$ cat config.mk
export PLATFORM = sky130hd
export DESIGN_NAME = gradient_colormap_interp
export DESIGN_NICKNAME = d
export VERILOG_FILES = /design/src/rtl/core/gcm_pkg.sv /design/src/rtl/core/gradient_colormap_interp.sv /design/src/rtl/core/gcm_div_pipe.sv
export SDC_FILE = /design/constraint.sdc
export NUM_CORES = 2
export LEC_CHECK = 0
export BUFFER_PORTS_ARGS = -buffer_cell sky130_fd_sc_hd__buf_2
export CAP_MARGIN = 10
export CORE_UTILIZATION = 65
export DETAILED_ROUTE_END_ITERATION = 6
export PLACE_DENSITY = 0.82
export SYNTH_ARGS = -nofsm -noshare
export SYNTH_HDL_FRONTEND = slang
export SYNTH_SLANG_ARGS = --single-unit
$ cat constraint.sdc
create_clock -name clock -period 11.64 [get_ports clock]
set_input_delay 1.164 -clock clock [delete_from_list [all_inputs] [get_ports clock]]
set_output_delay 1.164 -clock clock [all_outputs]
set_load 0.005 [all_outputs]
$ cat src/rtl/core/gcm_pkg.sv
package gcm_pkg;

   localparam int LEVEL_W    = 17;   // signed sample level
   localparam int STEP_LVL_W = 16;   // unsigned Q1.15 step level
   localparam int COMP_W     = 8;
   localparam int NUM_COMP   = 3;    // red, green, blue
   localparam int WORD_W     = 40;
   localparam int LVL_LSB    = 24;   // step level sits above the colour
   localparam int DIFF_W     = 16;
   localparam int NUM_W      = 24;   // interpolation numerator
   localparam int QUOT_W     = 8;    // quotient bits, one per divider stage
   localparam int CSR_IDX_W  = 3;
   localparam int TDATA_W    = 24;

   localparam logic [CSR_IDX_W-1:0] CSR_STEP_COUNT = 3'd0;
   localparam logic [CSR_IDX_W-1:0] CSR_STEP_WORD0 = 3'd1;

   localparam logic [2:0]        STEP_COUNT_RESET = 3'd2;
   localparam logic [WORD_W-1:0] STEP_WORD1_RESET = 40'h80_0000_0000;

   typedef logic [NUM_COMP-1:0][COMP_W-1:0] gcm_rgb_type;

   typedef struct packed {
      logic [NUM_COMP-1:0][NUM_W-1:0] num;
      logic [DIFF_W-1:0]              dvsr;
   } gcm_div_in_type;

endpackage

$ cat src/rtl/core/gradient_colormap_interp.sv
// Piecewise-linear colour map: one signed level sample in, one 8-bit RGB colour out.
// The request channel (req_) carries the level in req_tdata[16:0]; the response
// channel (rsp_) carries red, green and blue in rsp_tdata, red in the low byte.
// The gradient lives in csr_ registers: index 0 is the step count, indexes 1 and up
// are the packed step words. Write them only while no request is in flight.
// From request to response there are four front stages (input, segment search, segment
// select and differences, multiply), whose products are summed with the rounding term
// straight into an eight-stage divider that produces one quotient bit per stage.
// The last divider stage is the output register.
// Throughput is one request per cycle while rsp_tready is high. Every stage has its
// own valid bit and loads whenever it is empty or its content moves on, so bubbles
// close up and a new request is taken while a finished response still waits.
// When rsp_tready is low the output holds; the stages behind it fill up and
// req_tready drops only when all of them are full. Nothing is lost or repeated.
// Reset empties the pipeline and loads the default palette: two black steps at
// levels 0 and 1.0, step count 2.
module gradient_colormap_interp #(
   parameter int MAX_STEPS = 7
) (
   input  logic                                clock,
   input  logic                                reset,
   input  logic                                req_tvalid,
   output logic                                req_tready,
   input  logic [gcm_pkg::TDATA_W-1:0]         req_tdata,   // level [16:0]
   output logic                                rsp_tvalid,
   input  logic                                rsp_tready,
   output logic [gcm_pkg::TDATA_W-1:0]         rsp_tdata,   // red [7:0], green [15:8], blue [23:16]
   input  logic                                csr_wr_en,
   input  logic [gcm_pkg::CSR_IDX_W-1:0]       csr_index,
   input  logic [gcm_pkg::WORD_W-1:0]          csr_wdata
);
   import gcm_pkg::*;

   localparam int STEP_IDX_W = (MAX_STEPS > 1) ? $clog2(MAX_STEPS) : 1;

   // configuration registers
   logic [2:0]        sc_ff;
   logic [WORD_W-1:0] word_ff [MAX_STEPS];

   // stage valids and enables
   logic v1_ff, v2_ff, v3_ff, v4_ff;
   logic en1, en2, en3, en4;
   logic div_ready;

   // stage 1: input
   logic signed [LEVEL_W-1:0] x_ff;

   // stage 2: segment found
   logic                  interp_in, interp_ff;
   logic [STEP_IDX_W-1:0] idx_in, idx_ff;
   logic [14:0]           x15_ff;

   // stage 3: segment endpoints and differences
   gcm_rgb_type       c0_in, c1_in, c0_ff, c1_ff;
   logic [DIFF_W-1:0] bx_in, xa_in, dv3_in;
   logic [DIFF_W-1:0] bx_ff, xa_ff, dv3_ff;

   // stage 4: products
   logic [NUM_COMP-1:0][NUM_W-1:0] p0_in, p1_in, p0_ff, p1_ff;
   logic [DIFF_W-1:0]              dv4_ff;

   gcm_div_in_type div_in;
   gcm_rgb_type    div_quot;

   always_ff @(posedge clock) begin
      if (reset) begin
         sc_ff <= STEP_COUNT_RESET;
         for (int k = 0; k < MAX_STEPS; k++) begin
            word_ff[k] <= (k == 1) ? STEP_WORD1_RESET : '0;
         end
      end else if (csr_wr_en) begin
         if (csr_index == CSR_STEP_COUNT) begin
            sc_ff <= csr_wdata[2:0];
         end
         for (int k = 0; k < MAX_STEPS; k++) begin
            if (csr_index == CSR_STEP_WORD0 + CSR_IDX_W'(k)) begin
               word_ff[k] <= csr_wdata;
            end
         end
      end
   end

   assign en4        = !v4_ff || div_ready;
   assign en3        = !v3_ff || en4;
   assign en2        = !v2_ff || en3;
   assign en1        = !v1_ff || en2;
   assign req_tready = en1;

   always_ff @(posedge clock) begin
      if (reset) begin
         v1_ff <= 1'b0;
         v2_ff <= 1'b0;
         v3_ff <= 1'b0;
         v4_ff <= 1'b0;
      end else begin
         if (en1) v1_ff <= req_tvalid;
         if (en2) v2_ff <= v1_ff;
         if (en3) v3_ff <= v2_ff;
         if (en4) v4_ff <= v3_ff;
      end
   end

   // segment search: first step in use whose level is at least the sample
   always_comb begin
      logic [2:0]            n_eff;
      logic [STEP_IDX_W-1:0] last_idx;
      logic [STEP_IDX_W-1:0] kf;
      logic                  found;
      logic                  x_le0;
      logic                  x_ge1;
      if (sc_ff < 3'd2) begin
         n_eff = 3'd2;
      end else if (sc_ff > 3'(MAX_STEPS)) begin
         n_eff = 3'(MAX_STEPS);
      end else begin
         n_eff = sc_ff;
      end
      last_idx = STEP_IDX_W'(n_eff - 3'd1);
      x_le0    = x_ff[LEVEL_W-1] || (x_ff == '0);
      x_ge1    = !x_ff[LEVEL_W-1] && x_ff[15];
      kf       = '0;
      found    = 1'b0;
      for (int k = MAX_STEPS - 1; k >= 0; k--) begin
         if ((3'(k) < n_eff) &&
             ({1'b0, x_ff[14:0]} <= word_ff[k][LVL_LSB +: STEP_LVL_W])) begin
            kf    = STEP_IDX_W'(k);
            found = 1'b1;
         end
      end
      interp_in = 1'b0;
      idx_in    = '0;
      if (x_le0) begin
         idx_in = '0;
      end else if (x_ge1 || !found) begin
         idx_in = last_idx;
      end else if (kf != '0) begin
         interp_in = 1'b1;
         idx_in    = kf;
      end
   end

   always_ff @(posedge clock) begin
      if (en2) begin
         interp_ff <= interp_in;
         idx_ff    <= idx_in;
         x15_ff    <= x_ff[14:0];
      end
      if (en1) begin
         x_ff <= req_tdata[LEVEL_W-1:0];
      end
   end

   // endpoints; a flat colour goes through as c1 * 1 / 1
   always_comb begin
      logic [WORD_W-1:0]     w0;
      logic [WORD_W-1:0]     w1;
      logic [STEP_LVL_W-1:0] lvl_a;
      logic [STEP_LVL_W-1:0] lvl_b;
      w0 = '0;
      w1 = '0;
      for (int k = 0; k < MAX_STEPS; k++) begin
         if (idx_ff == STEP_IDX_W'(k)) w1 = word_ff[k];
         if ((k + 1 < MAX_STEPS) && (idx_ff == STEP_IDX_W'(k + 1))) w0 = word_ff[k];
      end
      lvl_a = w0[LVL_LSB +: STEP_LVL_W];
      lvl_b = w1[LVL_LSB +: STEP_LVL_W];
      for (int j = 0; j < NUM_COMP; j++) begin
         c0_in[j] = w0[(NUM_COMP - 1 - j) * COMP_W +: COMP_W];
         c1_in[j] = w1[(NUM_COMP - 1 - j) * COMP_W +: COMP_W];
      end
      if (interp_ff) begin
         bx_in  = lvl_b - {1'b0, x15_ff};
         xa_in  = {1'b0, x15_ff} - lvl_a;
         dv3_in = lvl_b - lvl_a;
      end else begin
         bx_in  = '0;
         xa_in  = DIFF_W'(1);
         dv3_in = DIFF_W'(1);
      end
   end

   always_ff @(posedge clock) begin
      if (en3) begin
         c0_ff  <= c0_in;
         c1_ff  <= c1_in;
         bx_ff  <= bx_in;
         xa_ff  <= xa_in;
         dv3_ff <= dv3_in;
      end
   end

   always_comb begin
      for (int j = 0; j < NUM_COMP; j++) begin
         p0_in[j] = NUM_W'(c0_ff[j]) * NUM_W'(bx_ff);
         p1_in[j] = NUM_W'(c1_ff[j]) * NUM_W'(xa_ff);
      end
   end

   always_ff @(posedge clock) begin
      if (en4) begin
         p0_ff  <= p0_in;
         p1_ff  <= p1_in;
         dv4_ff <= dv3_ff;
      end
   end

   // numerator with half the divisor added for round to nearest
   always_comb begin
      for (int j = 0; j < NUM_COMP; j++) begin
         div_in.num[j] = p0_ff[j] + p1_ff[j] + NUM_W'(dv4_ff >> 1);
      end
      div_in.dvsr = dv4_ff;
   end

   gcm_div_pipe u_div (
      .clock     (clock),
      .reset     (reset),
      .in_valid  (v4_ff),
      .in_ready  (div_ready),
      .in_data   (div_in),
      .out_valid (rsp_tvalid),
      .out_ready (rsp_tready),
      .out_quot  (div_quot)
   );

   assign rsp_tdata = div_quot;

   a_interp_has_lower_step : assert property (@(posedge clock) disable iff (reset)
      (v2_ff && interp_ff) |-> (idx_ff != '0))
      else $error("interpolation selected with no lower step");

   a_segment_split : assert property (@(posedge clock) disable iff (reset)
      v3_ff |-> ((dv3_ff != '0) && (DIFF_W'(bx_ff + xa_ff) == dv3_ff)))
      else $error("segment width does not match its two parts");

   a_quotient_fits : assert property (@(posedge clock) disable iff (reset)
      v4_ff |-> ((32'(div_in.num[0]) < {dv4_ff, 8'b0}) &&
                 (32'(div_in.num[1]) < {dv4_ff, 8'b0}) &&
                 (32'(div_in.num[2]) < {dv4_ff, 8'b0})))
      else $error("numerator gives a quotient above one byte");

   a_stall_only_when_full : assert property (@(posedge clock) disable iff (reset)
      !req_tready |-> (v1_ff && v2_ff && v3_ff && v4_ff))
      else $error("request refused while a front stage is empty");

endmodule

$ cat src/rtl/core/gcm_div_pipe.sv
module gcm_div_pipe (
   input  logic                    clock,
   input  logic                    reset,
   input  logic                    in_valid,
   output logic                    in_ready,
   input  gcm_pkg::gcm_div_in_type in_data,
   output logic                    out_valid,
   input  logic                    out_ready,
   output gcm_pkg::gcm_rgb_type    out_quot
);
   import gcm_pkg::*;

   logic [QUOT_W-1:0] v_ff;
   logic [QUOT_W-1:0] en;

   logic [NUM_COMP-1:0][NUM_W-1:0]  rem_ff   [QUOT_W];
   logic [NUM_COMP-1:0][NUM_W-1:0]  rem_in   [QUOT_W];
   logic [NUM_COMP-1:0][QUOT_W-1:0] quot_ff  [QUOT_W];
   logic [NUM_COMP-1:0][QUOT_W-1:0] quot_in  [QUOT_W];
   logic [DIFF_W-1:0]               dvsr_ff  [QUOT_W];
   logic [DIFF_W-1:0]               dvsr_in  [QUOT_W];

   // a stage may load when it is empty or its content moves on
   always_comb begin
      en[QUOT_W-1] = !v_ff[QUOT_W-1] || out_ready;
      for (int i = QUOT_W - 2; i >= 0; i--) begin
         en[i] = !v_ff[i] || en[i+1];
      end
   end

   assign in_ready = en[0];

   // restoring division, one quotient bit per stage, msb first
   always_comb begin
      logic [NUM_W-1:0]  r_src;
      logic [NUM_W-1:0]  dsh;
      logic [QUOT_W-1:0] q_src;
      for (int i = 0; i < QUOT_W; i++) begin
         dvsr_in[i] = (i == 0) ? in_data.dvsr : dvsr_ff[i-1];
         for (int j = 0; j < NUM_COMP; j++) begin
            if (i == 0) begin
               r_src = in_data.num[j];
               q_src = '0;
            end else begin
               r_src = rem_ff[i-1][j];
               q_src = quot_ff[i-1][j];
            end
            dsh = NUM_W'(dvsr_in[i]) << (QUOT_W - 1 - i);
            if (r_src >= dsh) begin
               rem_in[i][j]  = r_src - dsh;
               quot_in[i][j] = q_src | (QUOT_W'(1) << (QUOT_W - 1 - i));
            end else begin
               rem_in[i][j]  = r_src;
               quot_in[i][j] = q_src;
            end
         end
      end
   end

   always_ff @(posedge clock) begin
      if (reset) begin
         v_ff <= '0;
      end else begin
         for (int i = 0; i < QUOT_W; i++) begin
            if (en[i]) begin
               v_ff[i] <= (i == 0) ? in_valid : v_ff[i-1];
            end
         end
      end
   end

   always_ff @(posedge clock) begin
      for (int i = 0; i < QUOT_W; i++) begin
         if (en[i]) begin
            rem_ff[i]  <= rem_in[i];
            quot_ff[i] <= quot_in[i];
            dvsr_ff[i] <= dvsr_in[i];
         end
      end
   end

   assign out_valid = v_ff[QUOT_W-1];

   always_comb begin
      for (int j = 0; j < NUM_COMP; j++) begin
         out_quot[j] = quot_ff[QUOT_W-1][j];
      end
   end

endmodule

# Word-level counts from Yosys, hierarchy flattened
# Memories as Yosys holds them, arrays and structs flattened.
# Cells that the tools add are included.
totals:
  ramBits: 1176
  regBits: 307
  out_inout_bits: 26
  n_memories: 4
  inputBits: 72
  elab_cells: 312
classes:
  n_mux: 133
  magnitude_cmp: 40
  n_addsub: 34
  n_eq_ne: 13
  mul: 6
  bitwise: 7
  reduce_logical: 42
mem_list:
  columns: ["name", "depth", "word_bits", "rd", "rd_clocked_by_memory_dff", "wr", "line", "source"]
  rows:
  - ["u_div.rem_ff", 8, 72, 7, 0, 8, "gcm_div_pipe.sv:16", "logic [NUM_COMP-1:0][NUM_W-1:0] rem_ff [QUOT_W];"]
  - ["word_ff", 7, 40, 7, 0, 7, "gradient_colormap_interp.sv:38", "logic [WORD_W-1:0] word_ff [MAX_STEPS];"]
  - ["u_div.quot_ff", 8, 24, 8, 0, 8, "gcm_div_pipe.sv:18", "logic [NUM_COMP-1:0][QUOT_W-1:0] quot_ff [QUOT_W];"]
  - ["u_div.dvsr_ff", 8, 16, 7, 0, 8, "gcm_div_pipe.sv:20", "logic [DIFF_W-1:0] dvsr_ff [QUOT_W];"]
op_table:
  columns: ["operator", "n"]
  rows:
  - ["$mux 40", 20]
  - ["$mux 24", 24]
  - ["$mul 8x16->24", 6]
  - ["$le 15x16->1", 7]
  - ["$add 24x15->24", 3]
  - ["$add 24x24->24", 3]
  - ["$ge 24x16->1", 3]
  - ["$ge 24x17->1", 3]
  - ["$ge 24x18->1", 3]
  - ["$ge 24x19->1", 3]
  - ["$ge 24x20->1", 3]
  - ["$ge 24x21->1", 3]
  - ["$ge 24x22->1", 3]
  - ["$ge 24x23->1", 3]
  - ["$sub 24x16->24", 3]
  - ["$sub 24x17->24", 3]
  - ["$sub 24x18->24", 3]
  - ["$sub 24x19->24", 3]
  - ["$sub 24x20->24", 3]
  - ["$sub 24x21->24", 3]
  - ["$sub 24x22->24", 3]
  - ["$sub 24x23->24", 3]
  - ["$mux 1", 57]
  - ["$mux 3", 14]
  - ["27 further kinds", 93]

# Depth between registers and ports, before layout
logic_depth:
  depth_word: 15
  mapped_depth: 26
  ltp_nobuf: 24

# By module
# A second synthesis with hierarchy kept.
hier_totals:
  cells_unflattened: 9775
  hier_area_um2: 100820.4
modules_own_cells:
  columns: ["mod", "area_each_um2", "instances", "seq_area_each_um2", "cells_per_inst"]
  rows:
  - ["gradient_colormap_interp", 56238.9, 1, 17316.6, 5613]
  - ["gcm_div_pipe", 44581.5, 1, 21901.0, 4162]

# Worst setup path after synthesis
# OpenSTA, ideal clock, no wires.
synth_timing:
  path_kind: "input to register"
  start: "in rsp_tready"
  end: "reg dv4_ff[0], enable pin"
  stages: 7
  setup_slack_ns: 3.331
  n_path_buf: 0
  t_arrival_ns: 7.797
  required_ns: 11.128
  setup_time_ns: 0.512
  path_cell_list: "nor2b_1 -> inv_1 -> nor2_1 -> and2_1 -> nand3_1 -> nor2_1 -> inv_1"
synth_via:
  elab_chain_len: 9
synth_rtl:
  columns: ["element", "line", "source"]
  rows:
  - ["start, declared", "gradient_colormap_interp.sv:26", "input logic rsp_tready,"]
  - ["$logic_or 1x1->1", "gcm_div_pipe.sv:25", "en[QUOT_W-1] = !v_ff[QUOT_W-1] || out_ready;"]
  - ["net u_div.en[7]", "gcm_div_pipe.sv:14", "logic [QUOT_W-1:0] en;"]
  - ["$logic_or 1x1->1 (7 in series)", "gcm_div_pipe.sv:27", "en[i] = !v_ff[i] || en[i+1];"]
  - ["net div_ready", "gradient_colormap_interp.sv:43", "logic div_ready;"]
  - ["$logic_or 1x1->1", "gradient_colormap_interp.sv:83", "assign en4 = !v4_ff || div_ready;"]
  - ["net en4", "gradient_colormap_interp.sv:42", "logic en1, en2, en3, en4;"]
  - ["end signal, assigned", "gradient_colormap_interp.sv:203", "dv4_ff <= dv3_ff;"]
  - ["end, declared", "gradient_colormap_interp.sv:60", "logic [DIFF_W-1:0] dv4_ff;"]
# The timed path passes the listed nets, and every way through them passes these cells.
# A chain may end at the register's enable or synchronous reset.

# Worst setup path in the final report
layout_timing:
  start: "reg idx_ff[1]"
  end: "reg bx_ff[15] (data pin)"
layout_via:
  elab_chain_len: 9
  word_cells_on_any_way: 15
  classes_between: "1 x add/sub; 6 x eq/ne; 7 x mux; 1 x reduce/logical"
layout_rtl:
  columns: ["element", "line", "source"]
  rows:
  - ["start, declared", "gradient_colormap_interp.sv:50", "logic [STEP_IDX_W-1:0] idx_in, idx_ff;"]
  - ["start signal, assigned", "gradient_colormap_interp.sv:145", "idx_ff <= idx_in;"]
  - ["$logic_not 3->1", "gradient_colormap_interp.sv:162", "if (idx_ff == STEP_IDX_W'(k)) w1 = word_ff[k];"]
  - ["$mux 40 (6 in series)", "gradient_colormap_interp.sv:162", null]
  - ["$mux 40 *", "gradient_colormap_interp.sv:162", null]
  - ["$sub 16x15->16 *", "gradient_colormap_interp.sv:172", "bx_in = lvl_b - {1'b0, x15_ff};"]
  - ["end signal, assigned", "gradient_colormap_interp.sv:186", "bx_ff <= bx_in;"]
  - ["end, declared", "gradient_colormap_interp.sv:56", "logic [DIFF_W-1:0] bx_ff, xa_ff, dv3_ff;"]
# Every way passes the cells marked *; elsewhere a longest branch is shown, timed or not.

==> metrics.csv <==
metric,value,unit
die span in y,396,µm
sequential area share after synthesis,0.389,
final hold viol count,0,
DRT Pass-1 Iters,7,
Worst Hold End,u_div.quot_ff[1][71]$_DFFE_PP_,
worst r2r path cells,20,
RSZ-0062 raised after global routing,no,
Setup Crit Path Kind,flop to flop,
DR WL/cell,23.6,µm
crit path capture type,flop,
CTS tree,done,
routability cong.,1.05,
Vias/cell,6.28,
Syn Nets,11240,
CTS Buf Count,144,
Max VDD drop,180,µV
share of cells above drive strength 1,0.0642,
Die X,396,µm
"non-filler cells, final",11860,
Fmax,0.138,GHz
worst-case clock buffer depth,3,
clk sink count,1311,
Syn Inst Count,9702,
Leak Pwr,46.9,nW
H-tree levels,4,
reg-to-reg startpoint,idx_ff[1]$_SDFFCE_PP0P_,
post-CTS setup buffers,0,
post-synth top area cell,edfxtp_1,
CTS hold repair buffers,0,
initial core utilization,0.655,
Worst-Skew Late Latency,810,ps
number of global-route vias before repair,75250,
Setup crit start kind,flop,
DPL Wire Length,213000,µm
Tmin final,7220,ps
worst hold margin,392,ps
fillcell total,10962,
# rows,144,
drc violations,1,
clk_skew,61.3,ps
GR Overflow Total,0,
count of cell types in the netlist,104,
CTS Root Cell,clkbuf_16,
Synth Area per Inst,10.4,µm²
Hold Path Class,flop to flop,
"flops & latches, synth",1311,
hold path start,u_div.quot_ff[1][47]$_DFFE_PP_,
synth top area cells,"edfxtp_1 (39%), fa_1 (11%), ha_1 (11%)",
Worst-path clk slew,60,ps
failing checks,design-rule violations,
I/O pin cnt,98,
worst slew pin tran,1400,ps
Critical R2R Capture,bx_ff[15]$_SDFFCE_PN0P_,
Yosys warnings,0,
area delta synth->final,7.29,%
prevailing post-synth register cell,edfxtp_1,
CP Data Arrival Time,7770,ps
initial DRC count,6590,
Inst Count DP,11586,
# resized after CTS,0,
core area,154000,µm²
Synth Cell Area,101000,µm²
final wirelength,280000,µm
final setup fails,0,
antenna violations before repair,10,
area of the multi-input gates,56800,µm²
maximum fanout along the worst path,53,
Worst slew margin,0.0660,
Register Area,39200,µm²
pin count of the biggest net entering global routing,163,
port bufs,90,
fin crit share,0.620,
fin nets,11226,
WHS Path Cells,0,
global-route wire length before repair,425000,µm
ys async rst share,0,
Worst Path Required,12190,ps
final antenna-violating net count,0,
"Slew Viols, Final",0,
setup_tns,0,ps
status,finished with violations,
Yosys top cell area share,0.386,
Die ar.,157000,µm²
via count,74522,
max cap viols,0,
All-Layer GR Usage,0.356,
pwr dens,225,nW/µm²
worst reg-to-reg setup slack,4420,ps
Post-synth EDFFs,1296,
worst max path at each step:
stage | start | depth (start not counted) | endpoint
2_1_floorplan | rsp_tready | 7 | dv4_ff[0]$_DFFE_PP_
3_5_place_dp | idx_ff[1]$_SDFFCE_PP0P_ | 20 | bx_ff[15]$_SDFFCE_PN0P_
4_1_cts | idx_ff[1]$_SDFFCE_PP0P_ | 20 | bx_ff[15]$_SDFFCE_PN0P_
6_report | idx_ff[1]$_SDFFCE_PP0P_ | 20 | bx_ff[15]$_SDFFCE_PN0P_
3_3_place_gp | idx_ff[1]$_SDFFCE_PP0P_ | 20 | bx_ff[15]$_SDFFCE_PN0P_
5_1_grt | idx_ff[1]$_SDFFCE_PP0P_ | 20 | bx_ff[15]$_SDFFCE_PN0P_
cell usage after synthesis, drive strengths merged (14+ instances only):
library cell	count
or3	58
a21o	197
ha	890
fa	576
a221oi	69
a211o	18
o41ai	14
mux2i	79
xor2	187
dfxtp	15
and3	37
nor3	159
inv	985
a22o	42
nand4b	19
or4	14
o21a	117
nand4	74
o21bai	43
o31a	22
o31ai	56
nor3b	17
o211ai	81
o2111ai	17
nor2b	119
edfxtp	1296
a21boi	42
nor2	674
o21ai	461
nor4	49
a31oi	53
nand3	135
nand2b	89
xnor2	313
or2	32
buf	62
clkbuf	278
a211oi	52
nand2	773
a21oi	541
a22oi	55
and2	607
mux2	116
cell type report:
cell class                      count  area share
Multi-Input combinational cell   7065       0.524
Sequential cell                  1311       0.362
Clock buffer                      168      0.0346
Inverter                          986      0.0343
Tap cell                         2044      0.0236
Timing Repair Buffer              180      0.0105
Clock inverter                     98      0.0104
Antenna cell                        8    0.000185
sequential cells by signal (all words and copies together), names as in the netlist, 3 cells and up:
name           cells
p1_ff             72
bx_ff             16
xa_ff             16
idx_ff             3
c1_ff             24
u_div.rem_ff     504
dv3_ff            16
u_div.v_ff         8
u_div.quot_ff    108
x15_ff            15
sc_ff              3
p0_ff             72
dv4_ff            16
c0_ff             24
word_ff          280
x_ff              17
u_div.dvsr_ff    112
cell families after synthesis:
family,synth area share
compound gates,0.127
xor+xnor,0.0434
fa+ha+maj,0.225
buf+inv,0.0509
flops,0.389
mux,0.0214
simple gates,0.144
worst max-delay path: stages, from the launching register on:
cell	delay (ps)
edfxtp_1	780
buf_4	650
clkinv_1	750
nor2_4	760
and2_2	270
buf_4	520
a221oi_1	220
o21ai_0	180
o21ai_0	90
o221a_2	200
inv_1	100
ha_1	220
nor2b_1	130
o21a_1	190
o21ai_0	460
a31oi_1	220
o31ai_1	540
o2111ai_1	190
a21oi_1	200
xnor2_1	70
and2_1	170
power breakdown:
part / switching (mW) / internal [mW]
registers: 1.06 / 7.24
logic: 6.57 / 4.86
clock network: 2.00 / 2.66
total: 9.63 / 14.8
layout by cell type, fill, tap and decap left out, types with 90 or more instances in the layout:
| cell | count |
|---|---|
| a21oi_1 | 539 |
| and2_1 | 604 |
| a21o_1 | 196 |
| fa_1 | 576 |
| nand3_1 | 134 |
| xnor2_1 | 313 |
| edfxtp_1 | 1296 |
| o21ai_0 | 452 |
| nor3_1 | 158 |
| nor2_1 | 672 |
| clkbuf_16 | 145 |
| inv_1 | 978 |
| mux2_2 | 102 |
| nand2_1 | 764 |
| xor2_1 | 187 |
| ha_1 | 890 |
| buf_2 | 90 |
| nor2b_1 | 114 |
| o21a_1 | 117 |
per-stage QoR:
stage	worst slack [ps]	total power, mW	instance area (µm²)	util
2_1_floorplan	3330	16.4	101000	-
3_3_place_gp	4920	19.1	103000	0.671
3_5_place_dp	4820	19.5	103000	0.671
4_1_cts	4770	24.2	108000	0.703
5_1_grt	4070	25.8	108000	0.703
6_report	4420	24.4	108000	0.703
per-layer routing:
metal,up-vias,part of all wire,track usage
li1,34130,-,-
met1,35883,0.35,0.394
met2,3492,0.48,0.606
met3,1011,0.075,0.0582
met4,6,0.093,0.290
met5,-,0.00012,0
Note: power is estimated with default switching activity, not from simulation.
